### config.mk
export PLATFORM = sky130hd
export DESIGN_NAME = bounded_history_ring_cursor
export DESIGN_NICKNAME = d
export VERILOG_FILES = /design/src/hdl/bhrc_pkg.sv /design/src/hdl/bhrc_ram.sv /design/src/hdl/bounded_history_ring_cursor.sv
export SDC_FILE = /design/constraint.sdc
export NUM_CORES = 1
export LEC_CHECK = 0
export ABC_AREA = 0
export BUFFER_PORTS_ARGS = -buffer_cell sky130_fd_sc_hd__buf_2
export CORE_ASPECT_RATIO = 1.2
export CORE_MARGIN = 2
export CORE_UTILIZATION = 60
export DETAILED_ROUTE_END_ITERATION = 6
export PLACE_DENSITY = 0.78
export SLEW_MARGIN = 20
export SYNTH_ARGS = -nofsm -noshare
export SYNTH_HDL_FRONTEND = slang
export SYNTH_SLANG_ARGS = --single-unit
### constraint.sdc
create_clock -name clk -period 14 [get_ports clk]
set_input_delay 3.5 -clock clk [delete_from_list [all_inputs] [get_ports clk]]
set_output_delay 3.5 -clock clk [all_outputs]
set_load 0.02 [all_outputs]
### src/hdl/bhrc_pkg.sv
package bhrc_pkg;

  // Width of the capacity register and its value after reset.
  localparam int CAP_W     = 5;
  localparam int CAP_RESET = 8;

  // Fixed field widths of the command and response words.
  localparam int FUNC_W    = 3;
  localparam int VALUE_W   = 32;
  localparam int COUNT_W   = 5;
  localparam int CURSOR_W  = 4;

  typedef enum logic [FUNC_W-1:0] {
    FUNC_PUSH  = 3'd0,
    FUNC_BACK  = 3'd1,
    FUNC_FWD   = 3'd2,
    FUNC_CLEAR = 3'd3,
    FUNC_READ  = 3'd4
  } func_t;

  typedef struct packed {
    logic [FUNC_W-1:0]  func;
    logic [VALUE_W-1:0] entry_value;
  } cmd_word_t;

  typedef struct packed {
    logic                accepted;
    logic                current_valid;
    logic [VALUE_W-1:0]  current_value;
    logic                previous_valid;
    logic [VALUE_W-1:0]  previous_value;
    logic [COUNT_W-1:0]  entry_count;
    logic [CURSOR_W-1:0] cursor_back;
  } rsp_word_t;

endpackage

### src/hdl/bhrc_ram.sv
module bhrc_ram #(
  parameter int WIDTH = 32,
  parameter int DEPTH = 16
) (
  input  logic                     clk,
  input  logic                     we,
  input  logic [$clog2(DEPTH)-1:0] waddr,
  input  logic [WIDTH-1:0]         wdata,
  input  logic                     re,
  input  logic [$clog2(DEPTH)-1:0] raddr_a,
  input  logic [$clog2(DEPTH)-1:0] raddr_b,
  output logic [WIDTH-1:0]         rdata_a,
  output logic [WIDTH-1:0]         rdata_b
);

  logic [WIDTH-1:0] mem [DEPTH];

  // One write port and two registered read ports.
  always_ff @(posedge clk) begin
    if (we) begin
      mem[waddr] <= wdata;
    end
    if (re) begin
      rdata_a <= mem[raddr_a];
      rdata_b <= mem[raddr_b];
    end
  end

endmodule

### src/hdl/bounded_history_ring_cursor.sv
// Bounded history of entry handles with a cursor that counts back from the
// newest entry.
//
// The command channel (cmd_valid, cmd_stall, cmd) carries one word per
// operation: push, step back, step forward, clear or read. Every accepted
// command produces exactly one response word on the response channel
// (rsp_valid, rsp_stall, rsp) holding the accept flag, the entry under the
// cursor, the entry just older than it, the entry count and the cursor.
//
// A command updates the pointers and writes the entry store when accepted,
// and the store's registered read fetches the two entries; the read data
// then loads the response register on rsp. No new command is taken while
// one waits for its read data. A new command is taken while the previous
// response is still held, as long as that response leaves at the same edge.
//
// Reset (rst, synchronous) empties the history, returns the cursor to the
// newest entry and sets the capacity to eight. A stalled response stays put
// on rsp, and cmd_stall stays high until it is taken. The user must write
// the capacity register through cfg_we and cfg_data only while no command
// is in flight; the block itself does not enforce this.
module bounded_history_ring_cursor #(
  parameter int DEPTH       = 16,
  parameter int ENTRY_WIDTH = 32
) (
  input  logic                        clk,
  input  logic                        rst,
  input  logic                        cmd_valid,
  output logic                        cmd_stall,
  input  bhrc_pkg::cmd_word_t         cmd,
  input  logic                        cfg_we,
  input  logic [bhrc_pkg::CAP_W-1:0]  cfg_data,
  output logic                        rsp_valid,
  input  logic                        rsp_stall,
  output bhrc_pkg::rsp_word_t         rsp
);

  localparam int AW = $clog2(DEPTH);
  localparam int CW = $clog2(DEPTH + 1);

  // Architectural state. The entries themselves live in the RAM; these
  // registers only describe where the live window of the ring sits.
  logic [bhrc_pkg::CAP_W-1:0] capacity;
  logic [AW-1:0]              oldest;
  logic [CW-1:0]              held;
  logic [AW-1:0]              back;

  logic [AW-1:0]              oldest_next;
  logic [CW-1:0]              held_next;
  logic [AW-1:0]              back_next;

  // Response fields that are known when a command is accepted wait here for
  // the read data to come back from the RAM.
  logic                       rd_pending;
  logic                       m_accepted;
  logic                       m_cur_ok;
  logic                       m_prev_ok;
  logic [CW-1:0]              m_held;
  logic [AW-1:0]              m_back;
  logic                       m_fwd;
  logic [ENTRY_WIDTH-1:0]     fwd_data;

  logic                       accept;
  logic                       ok;
  logic                       we;
  logic [AW-1:0]              waddr;
  logic [ENTRY_WIDTH-1:0]     wdata;
  logic [CW-1:0]              cap_eff;
  logic [CW-1:0]              h_tmp;
  logic [CW-1:0]              pos;
  logic                       cur_ok;
  logic                       prev_ok;
  logic [AW-1:0]              cur_addr;
  logic [AW-1:0]              prev_addr;
  logic [ENTRY_WIDTH-1:0]     rdata_cur;
  logic [ENTRY_WIDTH-1:0]     rdata_prev;
  logic [ENTRY_WIDTH-1:0]     cur_word;

  // Physical slot of a position counted from the oldest entry, modulo DEPTH.
  // Both operands are below DEPTH, so one conditional subtract is enough.
  function automatic logic [AW-1:0] slot_of(input logic [AW-1:0] base,
                                            input logic [AW-1:0] offs);
    logic [AW:0] s;
    s = {1'b0, base} + {1'b0, offs};
    if (s >= (AW + 1)'(DEPTH)) begin
      s = s - (AW + 1)'(DEPTH);
    end
    return s[AW-1:0];
  endfunction

  // A command is held off while the previous one still waits for its read
  // data, or while the response register is full and not draining.
  assign cmd_stall = rst | rd_pending | (rsp_valid & rsp_stall);
  assign accept    = cmd_valid & ~cmd_stall;
  assign wdata     = ENTRY_WIDTH'(cmd.entry_value);

  always_comb begin
    // Capacity beyond the store depth is clipped to the depth.
    if (int'(capacity) > DEPTH) begin
      cap_eff = CW'(DEPTH);
    end else begin
      cap_eff = CW'(capacity);
    end

    oldest_next = oldest;
    held_next   = held;
    back_next   = back;
    ok          = 1'b0;
    we          = 1'b0;
    waddr       = '0;
    h_tmp       = held;

    case (cmd.func)
      bhrc_pkg::FUNC_PUSH: begin
        if (cap_eff != '0) begin
          // Drop everything newer than the cursor entry first.
          h_tmp = held - CW'(back);
          // A full history evicts its oldest entry. After the capacity was
          // lowered without a clear, only one entry goes per push.
          if (h_tmp >= cap_eff && h_tmp != '0) begin
            oldest_next = slot_of(oldest, AW'(1));
            h_tmp       = h_tmp - CW'(1);
          end
          waddr     = slot_of(oldest_next, AW'(h_tmp));
          held_next = h_tmp + CW'(1);
          back_next = '0;
          we        = accept;
          ok        = 1'b1;
        end
      end
      bhrc_pkg::FUNC_BACK: begin
        if (CW'(back) + CW'(1) < held) begin
          back_next = back + AW'(1);
          ok        = 1'b1;
        end
      end
      bhrc_pkg::FUNC_FWD: begin
        if (back != '0) begin
          back_next = back - AW'(1);
          ok        = 1'b1;
        end
      end
      bhrc_pkg::FUNC_CLEAR: begin
        oldest_next = '0;
        held_next   = '0;
        back_next   = '0;
        ok          = 1'b1;
      end
      bhrc_pkg::FUNC_READ: begin
        ok = 1'b1;
      end
      default: begin
        ok = 1'b0;
      end
    endcase

    // Cursor entry and the one just older than it, after the update. The
    // cursor is always below the count, so a nonzero count means an entry.
    pos       = held_next - CW'(1) - CW'(back_next);
    cur_ok    = (held_next != '0);
    prev_ok   = cur_ok && (pos != '0);
    cur_addr  = slot_of(oldest_next, AW'(pos));
    prev_addr = slot_of(oldest_next, AW'(pos - CW'(1)));
  end

  bhrc_ram #(
    .WIDTH (ENTRY_WIDTH),
    .DEPTH (DEPTH)
  ) u_store (
    .clk     (clk),
    .we      (we),
    .waddr   (waddr),
    .wdata   (wdata),
    .re      (accept),
    .raddr_a (cur_addr),
    .raddr_b (prev_addr),
    .rdata_a (rdata_cur),
    .rdata_b (rdata_prev)
  );

  always_ff @(posedge clk) begin
    if (rst) begin
      capacity <= bhrc_pkg::CAP_W'(bhrc_pkg::CAP_RESET);
    end else if (cfg_we) begin
      capacity <= cfg_data;
    end
  end

  always_ff @(posedge clk) begin
    if (rst) begin
      oldest     <= '0;
      held       <= '0;
      back       <= '0;
      rd_pending <= 1'b0;
    end else begin
      rd_pending <= accept;
      if (accept) begin
        oldest <= oldest_next;
        held   <= held_next;
        back   <= back_next;
      end
    end
  end

  // After a push the cursor sits on the entry being written, and that write
  // lands in the same cycle as the read, so the new value is forwarded.
  always_ff @(posedge clk) begin
    if (accept) begin
      m_accepted <= ok;
      m_cur_ok   <= cur_ok;
      m_prev_ok  <= prev_ok;
      m_held     <= held_next;
      m_back     <= back_next;
      m_fwd      <= we;
      fwd_data   <= wdata;
    end
  end

  assign cur_word = m_fwd ? fwd_data : rdata_cur;

  always_ff @(posedge clk) begin
    if (rst) begin
      rsp_valid <= 1'b0;
    end else if (rd_pending) begin
      rsp_valid <= 1'b1;
    end else if (!rsp_stall) begin
      rsp_valid <= 1'b0;
    end
  end

  // The response register only loads when it is empty or draining, which
  // cmd_stall guarantees when the command is accepted.
  always_ff @(posedge clk) begin
    if (rd_pending) begin
      rsp.accepted       <= m_accepted;
      rsp.current_valid  <= m_cur_ok;
      rsp.current_value  <= m_cur_ok ? bhrc_pkg::VALUE_W'(cur_word) : '0;
      rsp.previous_valid <= m_prev_ok;
      rsp.previous_value <= m_prev_ok ? bhrc_pkg::VALUE_W'(rdata_prev) : '0;
      rsp.entry_count    <= bhrc_pkg::COUNT_W'(m_held);
      rsp.cursor_back    <= bhrc_pkg::CURSOR_W'(m_back);
    end
  end

endmodule

Word level (Yosys, flattened, before mapping)
Memory sizes are Yosys's and may differ from the RTL's. A register that Yosys moved wholly into a read port is not among the register bits. Cells that the tools add are included.

Mux-type cells: 32. Reduce and logical (&&, ||, !) cells: 9. Shift-type cells: 0. Div/mod/pow operators: 0. Eq/ne operators: 5. Add/sub/neg operators: 17. Multiply operators: 0. Magnitude comparators: 7. Bitwise gates (word level): 5.

Operator list (number): $mux W4 (13); $mux W32 (1); $mux W5 (5); $sub A4 B1 Y4 const B (6); $ge A5 B5 Y1 const B (4); $reduce_bool A5 Y1 (4); $pmux W4 S4 (1); $add A4 B4 Y5 (3); $add A4 B1 Y5 const B (2); $pmux W5 S2 (1); $sub A5 B1 Y5 const B (2); $sub A5 B4 Y5 (2); $mux W1 (9); $pmux W4 S2 (1); $eq A3 B2 Y1 const B (2); $add A5 B1 Y5 const B (1); $ge A5 B5 Y1 (1); $gt A5 B5 Y1 const B (1); $lt A5 B5 Y1 (1); $add A4 B1 Y4 const B (1); $pmux W1 S4 (1); $reduce_bool A4 Y1 (1); $eq A3 B1 Y1 const B (1); $eq A3 B3 Y1 const B (1); other kinds (7) (10).

Word-level logic and storage cells: 96. Bits in writable memories: 512. Register bits: 141. Input port bits: 45. Latch bits: 0. Memories kept: 1. Output and inout port bits: 78. ROM bits: 0.

Memory list: u_store.mem (words 16, width 32, rd ports 2, clocked after memory_dff 2, wr ports 1, line bhrc_ram.sv:16) `logic [WIDTH-1:0] mem [DEPTH];`.

Logic depth before layout (Yosys ltp)
Gate-level depths: netlist of the first run.

Depth in word-level cells: 16. Depth in mapped cells: 28. Mapped depth without buffers: 28.

By module
From an unflattened synthesis of the first run, not the netlist that was laid out.

Cell total of the unflattened synthesis: 1667. Area, all modules: 31611.6 sq um.

Modules (own cells, without submodules): bhrc_ram (cells each 1141, instances 1, seq. area each 17296.6 sq um, area each 24828.8 sq um); bounded_history_ring_cursor (cells each 526, instances 1, seq. area each 4033.9 sq um, area each 6782.8 sq um).

Least setup slack after synthesis of the first run
No wires, ideal clock.

Path type: input-to-reg. Start point: in cmd[33] (netlist bit). End point: reg u_store.rdata_b[11], read port of u_store.mem (data pin). Buffers on the path: 4. Setup slack: 6.233 ns. Stages: 16. Setup time: 0.272 ns. Arrival: 7.495 ns. Path through: clkbuf_1 nor2_1 nand2_1 a21o_1 clkbuf_1 nand2_1 o21ai_0 ha_1 inv_1 fa_1 ha_1 fa_1 clkbuf_1 clkbuf_1 mux4_2 mux4_2.

Longest elaborated chain between the ends: 8.

Ends and longest elaborated chain: start: declaration (line bounded_history_ring_cursor.sv:29) `input bhrc_pkg::cmd_word_t cmd,`; $eq A3 B2 Y1 / $logic_not A3 Y1 (equally long branches) (line bounded_history_ring_cursor.sv:112) `case (cmd.func)`; $pmux W5 S2 * (line bounded_history_ring_cursor.sv:112); via held_next[0] (line bounded_history_ring_cursor.sv:48) `logic [CW-1:0] held_next;`; $sub A5 B1 Y5 * (line bounded_history_ring_cursor.sv:158) `pos = held_next - CW'(1) - CW'(back_next);`; $sub A5 B4 Y5 * (line bounded_history_ring_cursor.sv:158); $sub A4 B1 Y4 * (line bounded_history_ring_cursor.sv:162) `prev_addr = slot_of(oldest_next, AW'(pos - CW'(1)));`; $add A4 B4 Y5 * (line bounded_history_ring_cursor.sv:83) `s = {1'b0, base} + {1'b0, offs};`; $sub A4 B1 Y4 / $ge A5 B5 Y1 (equally long branches) (line bounded_history_ring_cursor.sv:85, bounded_history_ring_cursor.sv:84); $mux W4 * (line bounded_history_ring_cursor.sv:84) `if (s >= (AW + 1)'(DEPTH)) begin`; end: declaration (line bhrc_ram.sv:13) `output logic [WIDTH-1:0] rdata_b`.

The timed path passes the listed nets; every way through them passes the cells marked *. A chain may end at the register's enable or synchronous reset.

Worst setup path in the final report of the first run
Start point: reg back[0]. End point: reg u_store.rdata_a[7], read port of u_store.mem (data pin).

Longest elaborated chain between the ends: 14.

Ends and longest elaborated chain: start: declaration (line bounded_history_ring_cursor.sv:45) `logic [AW-1:0] back;`; start signal: assignment (line bounded_history_ring_cursor.sv:199) `back <= back_next;`; $sub A5 B4 Y5 * (line bounded_history_ring_cursor.sv:116) `h_tmp = held - CW'(back);`; $ge A5 B5 Y1 / $reduce_bool A5 Y1 (equally long branches) (line bounded_history_ring_cursor.sv:119) `if (h_tmp >= cap_eff && h_tmp != '0) begin`; $logic_and A1 B1 Y1 (line bounded_history_ring_cursor.sv:119); $mux W5 * (line bounded_history_ring_cursor.sv:119); $mux W5 * (line bounded_history_ring_cursor.sv:114) `if (cap_eff != '0) begin`; $mux W5 * (line bounded_history_ring_cursor.sv:112); $add A5 B1 Y5 * (line bounded_history_ring_cursor.sv:124) `held_next = h_tmp + CW'(1);`; $mux W5 * (line bounded_history_ring_cursor.sv:114); $pmux W5 S2 * (line bounded_history_ring_cursor.sv:112); via held_next[2] (line bounded_history_ring_cursor.sv:48); $sub A5 B1 Y5 * (line bounded_history_ring_cursor.sv:158); $sub A5 B4 Y5 * (line bounded_history_ring_cursor.sv:158); $add A4 B4 Y5 * (line bounded_history_ring_cursor.sv:83); $sub A4 B1 Y4 / $ge A5 B5 Y1 (equally long branches) (line bounded_history_ring_cursor.sv:85, bounded_history_ring_cursor.sv:84); $mux W4 * (line bounded_history_ring_cursor.sv:84); end: declaration (line bhrc_ram.sv:12) `output logic [WIDTH-1:0] rdata_a,`.

The timed path passes the listed nets; every way through them passes the cells marked *. The select of a mux whose other input is x is not followed.

==> results of run 1 <==
[through the flow]
| stage | total power [mW] | std cells | worst slack, ns |
|---|---|---|---|
| floorplan | 2.87 | 1602 | 6.23 |
| global placement | 3.00 | 2370 | 4.76 |
| detailed placement | 3.01 | 2370 | 4.63 |
| CTS | 5.01 | 2496 | 4.99 |
| global route | 5.12 | 2497 | 4.41 |
| finish | 4.98 | 2497 | 4.96 |
[worst paths after layout]
| kind | startpoint | end | slack, ns |
|---|---|---|---|
| setup / recovery | back[0]$_SDFFE_PP0P_ | u_store.rdata_a[7]$_DFFE_PP_ | 4.96 |
| hold / removal | m_held[1]$_DFFE_PP_ | rsp[5]$_DFFE_PP_ | 0.42 |
| setup reg to reg | back[0]$_SDFFE_PP0P_ | u_store.rdata_a[7]$_DFFE_PP_ | 4.96 |
| hold reg to reg | m_held[1]$_DFFE_PP_ | rsp[5]$_DFFE_PP_ | 0.42 |
[cells in the final DEF (no fill, tap or decap), types with 19 or more instances in the layout]
| cell type | count |
|---|---|
| nor2b_1 | 36 |
| edfxtp_1 | 697 |
| and2_1 | 36 |
| dfxtp_1 | 19 |
| buf_4 | 30 |
| nand2_1 | 34 |
| ha_1 | 31 |
| clkbuf_16 | 74 |
| mux4_2 | 288 |
| inv_1 | 41 |
| mux2i_1 | 136 |
| buf_2 | 122 |
[synth_stat cells (all sizes together) (2+ instances only)]
master	number	share of area, %
edfxtp	697	65
buf	18	0.32
mux2i	136	4.2
nand2b	5	0.12
a221oi	2	0.055
a31oi	2	0.039
or3	3	0.074
inv	41	0.48
o21a	3	0.070
nor2	18	0.21
nor2b	36	0.70
and2	37	0.72
xnor2	18	0.54
xor2	8	0.28
mux4	288	20
dfxtp	20	1.2
a31o	3	0.082
nand3	16	0.27
o22ai	2	0.039
a21o	11	0.27
and3	3	0.059
nor4	2	0.086
a22oi	3	0.070
nand3b	2	0.047
a211oi	3	0.070
clkbuf	74	0.87
o31ai	5	0.12
mux2	2	0.070
nand4	2	0.039
ha	32	1.2
fa	5	0.31
a21oi	21	0.43
nand2	34	0.40
o21ai	18	0.28
nor3	20	0.31
[worst max-delay path, cell delays in order, from the launching register on]
cell     delay [ns]
dfxtp_1        0.50
ha_1           0.23
inv_1          0.06
fa_1           0.39
xnor2_1        0.50
inv_1          0.24
ha_1           0.36
nand2_1        0.05
o21ai_0        0.25
a31oi_1        0.13
o21a_1         0.22
a21o_2         0.28
o21ai_0        0.39
ha_1           0.23
inv_1          0.06
xnor3_1        0.34
o21ai_0        0.38
ha_1           0.35
xor2_1         0.34
inv_1          0.11
ha_1           0.35
a21oi_1        0.40
xor2_1         0.29
xnor2_4        0.85
buf_4          0.93
mux2i_1        0.34
mux2i_1        0.14
[registers in the layout, indices dropped and copies added (netlist names), 5 cells and up]
name and cells:
fwd_data 32, u_store.rdata_b 32, held 5, u_store.mem 512, m_held 5, capacity 5, u_store.rdata_a 32, rsp 76
[final cells by class]
type                    count  share of cell area [%]
clock inverters            38                    1.50
repair buffers            155                    2.44
well taps                 705                    2.45
inverters                  42                   0.444
diodes                      1                 0.00694
clock buffers              88                    5.31
multi-input cells         751                    28.7
flip-flops and latches    717                    59.2
[metal layers]
| metal | GRT usage [%] | part of all wire, % | up-vias |
|---|---|---|---|
| met5 | 0 | 0.028 | - |
| met4 | 10.4 | 3.1 | 4 |
| met3 | 4.07 | 8.6 | 163 |
| met2 | 46.0 | 51 | 957 |
| met1 | 37.0 | 37 | 8917 |
| li1 | - | - | 6944 |
[cell families after synthesis]
kind of cell	count (synthesis)	synth area share, %
buf+inv	134	1.68
mux	426	24.5
flops	717	66.5
simple gates	180	3.09
xor+xnor	27	0.886
compound gates	81	1.74
fa+ha+maj	37	1.56
[report_power, final]
group	total [mW]	internal, mW	switching (mW)
Sequential	2.42	2.41	0.0144
Clock	2.01	1.21	0.794
Combinational	0.550	0.260	0.290
==> metrics.yaml, run 1 <==
finish:
  nFillCells: 3310
  syn2layout_area_growth_pct: 12.4
  ff_latch_area_sq_um: 21300
  final_area_sq_um: 36100
  final_layout_size_suffix_gt1_share_pct: 32.8
  utilization_pct: 68.4
  fin_nets: 1820
  multi_input_area_sq_um: 10300
sta:
  fin_hold_ws_ns: 0.418
  setup_viol: 0
  maxSlewViolCount: 0
  fin_setup_tns_ns: 0
  fin_crit_ns: 9.04
  finalHoldViolations: 0
  clock-skew-final_ns: 0.0284
  rsz0062_at_grt: "no"
  tightest_slew_ns: 1.16
  fmax_mhz: 111
  maxSlewHeadroom_pct: 23.0
  finalCritPeriodShare_pct: 64.6
drt:
  drc: 0
  ant_nets: 0
  drt-total-wl_microns: 74700
  drt_first_pass_iters: 7
  vias: 17000
  drtIter0Drc: 2010
  wl_per_cell_microns: 29.9
  avgViaCountPerCell: 6.80
grt:
  grt_first_pass_wirelength_microns: 111000
  grt_pass1_vias: 17400
  grt_overflow: 0
  grt_start_max_net_pins: 97
  grt_usage_pct: 27.4
  antenna_found_initial: 3
synth:
  synth_warnings: 0
  synth-edff-count: 697
  synth_nets: 1684
  yosysSeqAreaShare_pct: 66.5
  syn_area_per_cell_sq_um: 20.0
  syn_inst: 1602
  async_flop_share_pct: 0
  synth_area_sq_um: 32100
  synth_ff_type: "edfxtp_1"
  yosysUniqueCellTypes: 58
  ys_ff_latch: 717
floorplanning:
  start_util_pct: 60.8
  die_width_microns: 215
  die_area_sq_um: 55300
  die_h_microns: 257
  rows: 92
  core_area_sq_um: 52700
  ios: 123
worst_setup_path:
  end_kind: "register"
  cp_max_fo: 46
  crit_arrival_ns: 9.35
  path_class: "reg -> reg"
  reg2reg_depth: 26
  startpoint_type: "register"
  crit_required_ns: 14.31
clocking:
  cts_tree: "done"
  cts-root-buf: "clkbuf_16"
  clkSinkCount: 717
  cts_inserted_buffers: 71
  htreeDepth: 3
  post_cts_buffers: 0
  clk_pin_slew_ns: 0.06
  clockBufferDepth: 3
  clk_latency_ns: 0.62
  cts_hold_buf: 0
  cts_resized: 0
worst_hold_path:
  whs_path_depth: 0
  hold_class: "reg -> reg"
job:
  drv_cap: 0
placement:
  globalplace.congestion: 0.850
  place_area_sq_um: 33600
  dp_hpwl_microns: 39100
  io_buffers: 122
power:
  p_per_area_nw_per_um2: 138
  leakagePower_nw: 12.2
  peakVddDrop_uv: 108
outcome:
  status: "finished clean"
No activity file was read; power rests on OpenSTA's default activity.
==> run 2: changes to the inputs <==
==> constraint.sdc (replaced) <==
create_clock -name clk -period 9.5 [get_ports clk]
set_input_delay 2.375 -clock clk [delete_from_list [all_inputs] [get_ports clk]]
set_output_delay 2.375 -clock clk [all_outputs]
set_load 0.02 [all_outputs]
==> run 2 against run 1 <==
Compared with the run above: hold slack better by 0.0023 ns; sequential power is 48% higher; global-route usage fell by 0.25 points; clock power is 33% higher; core utilization is 0.21 points lower; register-to-register slack got worse by 3.7 ns; final cell count increased by 0.68%; critical endpoint is now u_store.rdata_a[8]$_DFFE_PP_; largest power group unchanged; highest routed layer unchanged.
==> metrics.yaml, run 2 (synthesis results as in run 1) <==
outcome:
  status: "finished clean"  # unchanged
worst_setup_path:
  path_class: "reg -> reg"  # unchanged
  end_kind: "register"  # unchanged
  path_buf_inv: 5  # unchanged
  crit_arrival_ns: 8.58  # was 9.35 ns
  startpoint_type: "register"  # unchanged
  crit_required_ns: 9.82  # was 14.31 ns
  cp_max_fo: 34  # was 46
  crit_top_cell: "ha_1"  # unchanged
  cpLargestDelayFamily: "XOR/XNOR gates"  # unchanged
  critPathSlowestCell: "xnor2_4"  # was buf_4
  critical_path.max_stage_delay_ns: 0.66  # was 0.93 ns
clocking:
  clk_latency_ns: 0.62  # about the same
  htreeDepth: 3  # unchanged
  cts-root-buf: "clkbuf_16"  # unchanged
  cts_resized: 0  # unchanged
  cts_tree: "done"  # unchanged
  cts_inserted_buffers: 73  # was 71
  clockBufferDepth: 3  # unchanged
  cts_hold_buf: 0  # unchanged
  post_cts_buffers: 0  # unchanged
  clkSinkCount: 717  # unchanged
  clk_pin_slew_ns: 0.06  # about the same
finish:
  reg_top3: "u_store.mem x512, rsp x76"  # unchanged
  syn2layout_area_growth_pct: 12.1  # was 12.4%
  final_layout_size_suffix_gt1_share_pct: 33.0  # was 32.8%
  final_area_sq_um: 36000  # was 36100 sq um
  final_common_cell: "edfxtp_1"  # unchanged
  ff_latch_area_sq_um: 21300  # unchanged
  final_cell_mix: "697 x edfxtp_1, 288 x mux4_2, 136 x mux2i_1"  # unchanged
  regMostFlops: "u_store.mem"  # unchanged
  utilization_pct: 68.2  # was 68.4%
  fin_nets: 1834  # was 1820
  nFillCells: 3352  # was 3310
  largest_register_ff_count: 512  # unchanged
  multi_input_area_sq_um: 10300  # unchanged
job:
  drv_cap: 0  # unchanged
worst_hold_path:
  hold_class: "reg -> reg"  # unchanged
sta:
  fmax_mhz: 121  # was 111 MHz
  maxSlewViolCount: 0  # unchanged
  fin_crit_ns: 8.26  # was 9.04 ns
  fin_setup_tns_ns: 0  # unchanged
  tightest_slew_ns: 1.11  # was 1.16 ns
  finalHoldViolations: 0  # unchanged
  setup_ws_ns: 1.24  # was 4.96 ns
  maxSlewHeadroom_pct: 25.7  # was 23.0%
  rsz0062_at_grt: "no"  # unchanged
  setup_viol: 0  # unchanged
  finalCritPeriodShare_pct: 86.9  # was 64.6%
  clock-skew-final_ns: 0.0231  # was 0.0284 ns
power:
  power_mw: 7.06  # was 4.98 mW
  leakagePower_nw: 12.1  # was 12.2 nW
  peakVddDrop_uv: 160  # was 108 uV
  p_per_area_nw_per_um2: 196  # was 138 nW/um^2
placement:
  dp_hpwl_microns: 40300  # was 39100 microns
  place_ws_ns: 1.36  # was 4.63 ns
  io_buffers: 122  # unchanged
  place_area_sq_um: 33800  # was 33600 sq um
  globalplace.congestion: 0.824  # was 0.850
floorplanning:
  core_area_sq_um: 52700  # unchanged
  die_h_microns: 257  # unchanged
  die_area_sq_um: 55300  # unchanged
  start_util_pct: 60.8  # unchanged
  rows: 92  # unchanged
  die_width_microns: 215  # unchanged
  ios: 123  # unchanged
grt:
  grt_start_max_net_pins: 81  # was 97
  grt_usage_pct: 27.2  # was 27.4%
  grt_overflow: 0  # unchanged
  antenna_found_initial: 3  # unchanged
  grt_first_pass_wirelength_microns: 110000  # was 111000 microns
  grt_pass1_vias: 17600  # was 17400
drt:
  drt_first_pass_iters: 5  # was 7
  drtIter0Drc: 1833  # was 2010
  drc: 0  # unchanged
  ant_nets: 0  # unchanged
  drt-total-wl_microns: 73700  # was 74700 microns
  wl_per_cell_microns: 29.3  # was 29.9 microns
  vias: 17000  # about the same
  avgViaCountPerCell: 6.75  # was 6.80
-- run 2: cell types whose count changed in the layout (fill, tap and decap cells not counted) --
cell	change
clkinv_4	+3
inv_8	+1
clkinv_1	+5
buf_12	+6
buf_6	-2
clkbuf_1	+3
clkinv_2	+10
buf_4	+8
clkinvlp_4	-3
clkbuf_8	-1
bufinv_16	-11
inv_6	-2
-- run 2: worst register-to-register path, cell delays in order, from the launching register on --
cell and delay (ns):
dfxtp_1 0.48, ha_1 0.23, inv_1 0.06, fa_1 0.39
xnor2_1 0.49, inv_1 0.24, ha_1 0.36, nand2_1 0.05
o21ai_0 0.25, a31oi_1 0.13, o21a_1 0.22, a21o_2 0.28
o21ai_0 0.39, ha_1 0.23, inv_1 0.06, xnor3_1 0.34
o21ai_0 0.45, ha_1 0.36, xor2_1 0.35, inv_1 0.09
ha_1 0.35, a21oi_1 0.40, xor2_1 0.29, xnor2_4 0.66
buf_12 0.38, mux2i_1 0.31, mux2i_1 0.11
-- run 2: final timing paths --
check / from / to / slack (ns) / cells past startpoint
worst min-delay path: m_back[0]$_DFFE_PP_ / rsp[0]$_DFFE_PP_ / 0.42 / 0
worst max-delay path: back[0]$_SDFFE_PP0P_ / u_store.rdata_a[8]$_DFFE_PP_ / 1.24 / 26
worst max register to register: back[0]$_SDFFE_PP0P_ / u_store.rdata_a[8]$_DFFE_PP_ / 1.24 / 26
worst min register to register: m_back[0]$_DFFE_PP_ / rsp[0]$_DFFE_PP_ / 0.42 / 0
-- run 2: layout make-up --
| class | instances | share of cell area (%) |
|---|---|---|
| diodes | 1 | 0.00696 |
| flip-flops and latches | 717 | 59.3 |
| inverters | 42 | 0.445 |
| repair buffers | 167 | 2.88 |
| multi-input cells | 751 | 28.8 |
| clock inverters | 41 | 0.769 |
| well taps | 705 | 2.45 |
| clock buffers | 90 | 5.32 |
-- run 2: layer usage --
| metal | up-vias | GRT usage (%) | part of all wire, % |
|---|---|---|---|
| met2 | 903 | 46.0 | 51 |
| li1 | 6978 | - | - |
| met4 | 4 | 10.6 | 3.3 |
| met5 | - | 0 | 0.041 |
| met1 | 8929 | 35.6 | 37 |
| met3 | 158 | 4.79 | 8.7 |
-- run 2: metrics by stage --
step / cells / hold slack (ns)
global route: 2514 / 0.424
global placement: 2382 / 0.400
detailed placement: 2382 / 0.406
floorplan: 1602 / 0.400
CTS: 2513 / 0.421
finish: 2514 / 0.421
-- run 2: where the power goes --
part           internal [mW]  leakage (nW)  switching, mW
Combinational          0.392          4.57          0.424
Sequential              3.55          6.50         0.0237
Clock                   1.49          1.08           1.18
